$ cat src/rtl/core/lin_pkg.sv
// Shared types, constants and helpers of the 3x3 pivoting solver.
`default_nettype none
package lin_pkg;

   localparam int FRAC_BITS_DEFAULT = 16;
   localparam int N                 = 3;

   // working system carried along the pipeline
   typedef struct packed {
      logic [N-1:0][N-1:0][31:0] m;
      logic [N-1:0][31:0]        r;
      logic [2:1][31:0]          x;
      logic                      sing;
   } sys_type;

   function automatic logic [32:0] mag(input logic [31:0] v);
      mag = v[31] ? ({1'b0, ~v} + 33'd1) : {1'b0, v};
   endfunction

endpackage
`default_nettype wire

$ cat src/rtl/core/lin_msub.sv
// Two-stage multiply, scale and subtract with saturation, several lanes.
`default_nettype none
module lin_msub #(
   parameter int FRAC_BITS = lin_pkg::FRAC_BITS_DEFAULT,
   parameter int LANES     = 1
) (
   input  wire logic                   clock,
   input  wire logic                   reset,
   input  wire logic                   en,
   input  wire logic                   in_valid,
   input  wire lin_pkg::sys_type       in_side,
   input  wire logic [LANES-1:0][31:0] a,
   input  wire logic [LANES-1:0][31:0] p,
   input  wire logic [LANES-1:0][31:0] q,
   output logic                        out_valid,
   output lin_pkg::sys_type            out_side,
   output logic [LANES-1:0][31:0]      res
);

   localparam logic signed [63:0] RND   = (64'sd1 <<< FRAC_BITS) - 64'sd1;
   localparam logic signed [63:0] S_MAX = 64'sh0000_0000_7fff_ffff;
   localparam logic signed [63:0] S_MIN = -64'sh0000_0000_8000_0000;

   logic                   valid0_ff, valid1_ff;
   lin_pkg::sys_type       side0_ff, side1_ff;
   logic signed [63:0]     prod_ff [LANES];
   logic [LANES-1:0][31:0] a_ff;
   logic [LANES-1:0][31:0] res_in, res_ff;
   logic signed [63:0]     adj [LANES];
   logic signed [63:0]     diff [LANES];

   always_ff @(posedge clock) begin
      if (reset) begin
         valid0_ff <= 1'b0;
         valid1_ff <= 1'b0;
      end else if (en) begin
         valid0_ff <= in_valid;
         valid1_ff <= valid0_ff;
      end
      if (en) begin
         side0_ff <= in_side;
         side1_ff <= side0_ff;
         a_ff     <= a;
         res_ff   <= res_in;
         for (int l = 0; l < LANES; l++) begin
            prod_ff[l] <= $signed(p[l]) * $signed(q[l]);
         end
      end
   end

   // truncate toward zero, then subtract and clamp
   always_comb begin
      for (int l = 0; l < LANES; l++) begin
         adj[l]  = prod_ff[l][63] ? (prod_ff[l] + RND) : prod_ff[l];
         diff[l] = $signed({{32{a_ff[l][31]}}, a_ff[l]}) - (adj[l] >>> FRAC_BITS);
         if (diff[l] > S_MAX) begin
            res_in[l] = 32'h7fff_ffff;
         end else if (diff[l] < S_MIN) begin
            res_in[l] = 32'h8000_0000;
         end else begin
            res_in[l] = diff[l][31:0];
         end
      end
   end

   assign out_valid = valid1_ff;
   assign out_side  = side1_ff;
   assign res       = res_ff;

endmodule
`default_nettype wire
$ cat config.mk
export PLATFORM = sky130hd
export DESIGN_NAME = lin_msub
export DESIGN_NICKNAME = d
export VERILOG_FILES = /design/src/rtl/core/lin_pkg.sv /design/src/rtl/core/lin_msub.sv
export SDC_FILE = /design/constraint.sdc
export NUM_CORES = 2
export LEC_CHECK = 0
export ABC_CLOCK_PERIOD_IN_PS = 11800
export BUFFER_PORTS_ARGS = -buffer_cell sky130_fd_sc_hd__buf_2
export CAP_MARGIN = 10
export CORE_ASPECT_RATIO = 1.2
export CORE_MARGIN = 2
export CORE_UTILIZATION = 40
export CTS_BUF_LIST = sky130_fd_sc_hd__clkbuf_8
export CTS_CLUSTER_DIAMETER = 200
export DETAILED_ROUTE_END_ITERATION = 8
export GPL_ROUTABILITY_DRIVEN = 0
export PLACE_DENSITY = 0.69
export SETUP_SLACK_MARGIN = 0.15
export SLEW_MARGIN = 10
export SYNTH_ARGS = -nofsm -noshare
export SYNTH_HDL_FRONTEND = slang
export SYNTH_SLANG_ARGS = --single-unit
$ cat constraint.sdc
create_clock -name clock -period 11.8 [get_ports clock]
set_input_delay 0.59 -clock clock [delete_from_list [all_inputs] [get_ports clock]]
set_output_delay 0.59 -clock clock [all_outputs]
set_load 0.02 [all_outputs]
# [Word-level counts from Yosys, hierarchy flattened]
# Memories as Yosys holds them, arrays and structs flattened.
# Index checks and enable logic that the tools add are counted.
# Widths: inputs -> output; s select.
[op_classes] n_mux=4 mul=1 n_addsub=2 magnitude_cmp=2
[op_table] op="$add 64x17->64 const B" count=1
[op_table] op="$mul 32x32->64" count=1
[op_table] op="$mux 64" count=1
[op_table] op="$gt 49x32->1 const B" count=1
[op_table] op="$lt 49x32->1 const B" count=1
[op_table] op="$sub 32x48->49" count=1
[op_table] op="$mux 32" count=1
[op_table] op="$mux 1" count=2
[totals] wordCells=44 ramBits=64 memories=1 ff_bits=964 inputBits=549 output_inout_bits=482
[memory_table] memory="prod_ff" depth=1 word_bits=64 read_ports=1 rd_ports_with_merged_regs=0 wr=1 line="lin_msub.sv:26" text="logic signed [63:0] prod_ff [LANES];"

# [Depth between registers and ports, before layout]
[logic_depth] ltp_word=5 depth_mapped=30 mapped_depth_nobuf=28

# [Worst setup path after synthesis]
# OpenSTA, ideal clock, no wires.
[synth_path] kind="input to register" from="input port q[2] in the netlist's numbering" to="memory prod_ff[0][62] (data pin)" path_buffers=1 t_arrival_ns=7.951 slack_ns=3.586 stages=25 setup_ns=0.264 required_time_ns=11.536 path_cell_list="clkbuf_1 -> nand2_1 -> inv_1 -> fa_1 -> fa_1 -> fa_1 -> fa_1 -> fa_1 -> fa_1 -> fa_1 -> inv_1 -> fa_1 -> inv_1 -> ha_1 -> a21oi_1 -> o21ai_1 -> a221oi_1 -> o21ai_1 -> a2111oi_2 -> a31oi_1 -> o21a_1 -> a211o_1 -> a221o_1 -> a221oi_1 -> xnor2_1"
[synth_between] elab_chain_len=1
[synth_rtl] element="from (decl)" line="lin_msub.sv:14" text="input wire logic [LANES-1:0][31:0] q,"
[synth_rtl] element="$mul 32x32->64" line="lin_msub.sv:46" text="prod_ff[l] <= $signed(p[l]) * $signed(q[l]);"
[synth_rtl] element="to (decl)" line="lin_msub.sv:26"
# No other way between the ends.

# [Worst setup path after layout]
[layout_path] from="input port q[31] in the netlist's numbering" to="memory prod_ff[0][62] (data pin)"
# The elaborated chain is that of the path after synthesis.

==> run_results.csv <==
group,metric,value,unit
outcome,status,"finished clean",
clock_network,cts.path.max_buffers,3,
layout,layout.nets,8845,
routing,vias,51540,
clock_network,cts.sinks,1028,
clock_network,htreeDepth,4,
layout,utilization,0.492,
global_route,grt_pass1_wl,401000,um
floorplanning,io_pins,1031,
worst_hold_path,hp-class,"input pin to flop",
layout,instances_no_fill,9507,
clock_network,cts_tree,"yes",
routing,routedWlPerCell,30.9,um
critical_path,worstSetupPathType,"input pin to flop",
synth,synthDistinctLibCells,73,
floorplanning,rows,169,
critical_path,crit_slowest_cell,"clkinv_1",
global_route,grt_pass1_vias,52200,
timing,worst_pin_slew,1240,ps
critical_path,critPathLaunchType,"input pin",
routing,vias_per_cell,5.42,
floorplanning,initial_core_util,0.402,
floorplanning,fp.dieW,388,um
synth,syn-mean-instance-area,12.9,um^2
synth,synth-edff-count,1026,
synth,synthSimpleGateAreaFrac,0.0978,
timing,min_period_over_period,0.740,
layout,syn2layout_area_growth,22.5,%
synth,synthMuxAreaShare,0.000724,
synth,ys_seq_area_frac,0.435,
synth,synthArstFlopShare,0,
timing,max_freq,0.114,GHz
synth,synth_compound_area_frac,0.0345,
clock_network,cts_buffers,172,
worst_hold_path,holdPathStages,1,
timing,grt_setup_unrepaired,"no",
timing,tns,0,ps
timing,maxSlewViolCount,0,
global_route,grt_max_degree,183,
critical_path,cpMostUsedCell,"fa_1",
layout,final_common_cell,"fa_1",
critical_path,worstRegToRegCells,21,
timing,finalSetupViolCount,0,
timing,slew_headroom,0.170,
floorplanning,die_h,465,um
layout,seqCellArea,30800,um^2
synth,synth-xor-area-share,0.0195,
routing,wl_met2,120000,um
placed_design,place_area,78300,um^2
timing,skew,111,ps
synth,yosysWarnings,0,
synth,synth_fa_ha_area_frac,0.347,
layout,drive_gt1_frac,0.183,
routing,wl,294000,um
global_route,grt_usage,0.322,
critical_path,cp.arrival,9380,ps
clock_network,clk_latency,970,ps
placed_design,io_buffers,1030,
placed_design,dp_cells,8632,
timing,hold_violations,0,
routing,wl_met1,111000,um
global_route,grt_overflow_total,0,
routing,firstDrtPassIters,6,
synth,synth_top_family_by_area,"adder cells",
floorplanning,fp.dieArea,181000,um^2
critical_path,slowest_delay,920,ps
layout,multi_input_area,35400,um^2
critical_path,endpoint_kind,"flop",
critical_path,worst-path-max-fanout,26,
routing,top_layer,"met5",
routing,wl_met3,50800,um
synth,synth_area,70900,um^2
clock_network,cts_root_buffer,"clkbuf_8",
routing,drt_iter0_drc,5653,
synth,syn_inst,5498,
placed_design,dpl.hpwl,237000,um
run,drv_cap,0,
layout,num-fill-cells,15421,
synth,synthFlopType,"edfxtp_1",
floorplanning,core,176000,um^2
global_route,antenna_found_initial,92,
routing,drc,0,
timing,fin_crit,8740,ps
synth,synth_nets,7362,
routing,ant_nets,0,
critical_path,required,12440,ps
layout,final_cell_mix,"fa_1 (1,083), inv_1 (1,045), buf_2 (1,029)",
layout,design_area,86800,um^2
synth,synth-seq-cells,1028,
clock_network,clk_pin_slew,70,ps
clock_network,ctsResizeCount,0,
[timing repair]
action                    CTS  global route
hold endpoints to repair  483             0
buffers inserted            0             0
hold buffers              483             0
[final cells by class]
type,instances,share of cell area
tap,2308,0.0333
clock inverter,146,0.0135
timing repair buffer,1535,0.118
antenna,74,0.00213
multi-input combinational,3241,0.408
sequential,1028,0.355
clock buffer,172,0.0273
inverter,1003,0.0434
[worst paths after layout]
path	startpoint	endpoint	slack, ps
worst min-delay path	en	side0_ff[106]$_DFFE_PP_	230
worst max-delay path	q[31]	prod_ff[0][62]$_DFFE_PP_	3060
worst max register to register	prod_ff[0][24]$_DFFE_PP_	res[5]$_SDFFCE_PN1P_	4030
worst min register to register	side0_ff[71]$_DFFE_PP_	out_side[71]$_DFFE_PP_	380
[registers in the layout (all words and copies together) (netlist names)]
register   count
res           32
out_side     449
a_ff          32
valid0_ff      1
prod_ff       64
side0_ff     449
out_valid      1
[routing by layer]
| metal | global-route usage | up-vias |
|---|---|---|
| met5 | 0 | - |
| met2 | 0.454 | 3839 |
| met1 | 0.412 | 26528 |
| met4 | 0.113 | 40 |
| li1 | - | 20509 |
| met3 | 0.187 | 624 |
[cells in the mapped netlist, drive strengths merged, types with 3 or more instances]
master	n	area share
o41ai	3	0.00048
o31ai	6	0.00071
fa	1083	0.31
a311oi	3	0.00037
a221oi	6	0.00083
inv	1002	0.053
o21ai	101	0.0072
mux2i	4	0.00056
edfxtp	1026	0.43
o2111ai	5	0.00062
ha	232	0.041
a211o	7	0.00087
nand3b	3	0.00032
and2	528	0.047
nand2	575	0.030
nor3	20	0.0014
xnor2	92	0.011
nor2	99	0.0052
a21oi	102	0.0072
o21bai	19	0.0020
o211ai	13	0.0014
clkbuf	213	0.011
nor4b	4	0.00049
a31oi	12	0.0011
a21o	40	0.0042
nand2b	17	0.0015
xor2	66	0.0082
nand4	30	0.0027
buf	13	0.00097
nand3	49	0.0035
and3	18	0.0016
and4	9	0.0011
nor4	11	0.00097
or3	5	0.00044
a21boi	4	0.00042
o21a	18	0.0019
nor2b	12	0.0011
a211oi	11	0.0012
o21ba	3	0.00042
[cells by family (layout without fill, tap and decap cells)]
logic type,Yosys count,count (layout)
other,0,74
XOR/XNOR,158,158
flip-flops,1028,1028
adder cells (fa/ha/maj),1315,1315
multiplexers,5,5
AO/OA/AOI/OAI,379,379
buffers and inverters,1229,2856
AND/OR/NAND/NOR,1384,1384
[critical path: cells and delay by family]
family,cells,cell delay [ps]
buffers and inverters,4,1350
XOR/XNOR,1,100
AND/OR/NAND/NOR,1,390
AO/OA/AOI/OAI,10,2670
adder cells (fa/ha/maj),9,4230
[metrics by stage]
step	setup WS, ps	hold WS, ps
2_1_floorplan	3590	400
3_3_place_gp	2460	401
3_5_place_dp	2280	405
4_1_cts	3330	134
5_1_grt	2710	204
6_report	3060	230
Power is left out: the tool's default activity adds up to more than one toggle a clock period on the data nets, which glitch-free logic cannot reach.
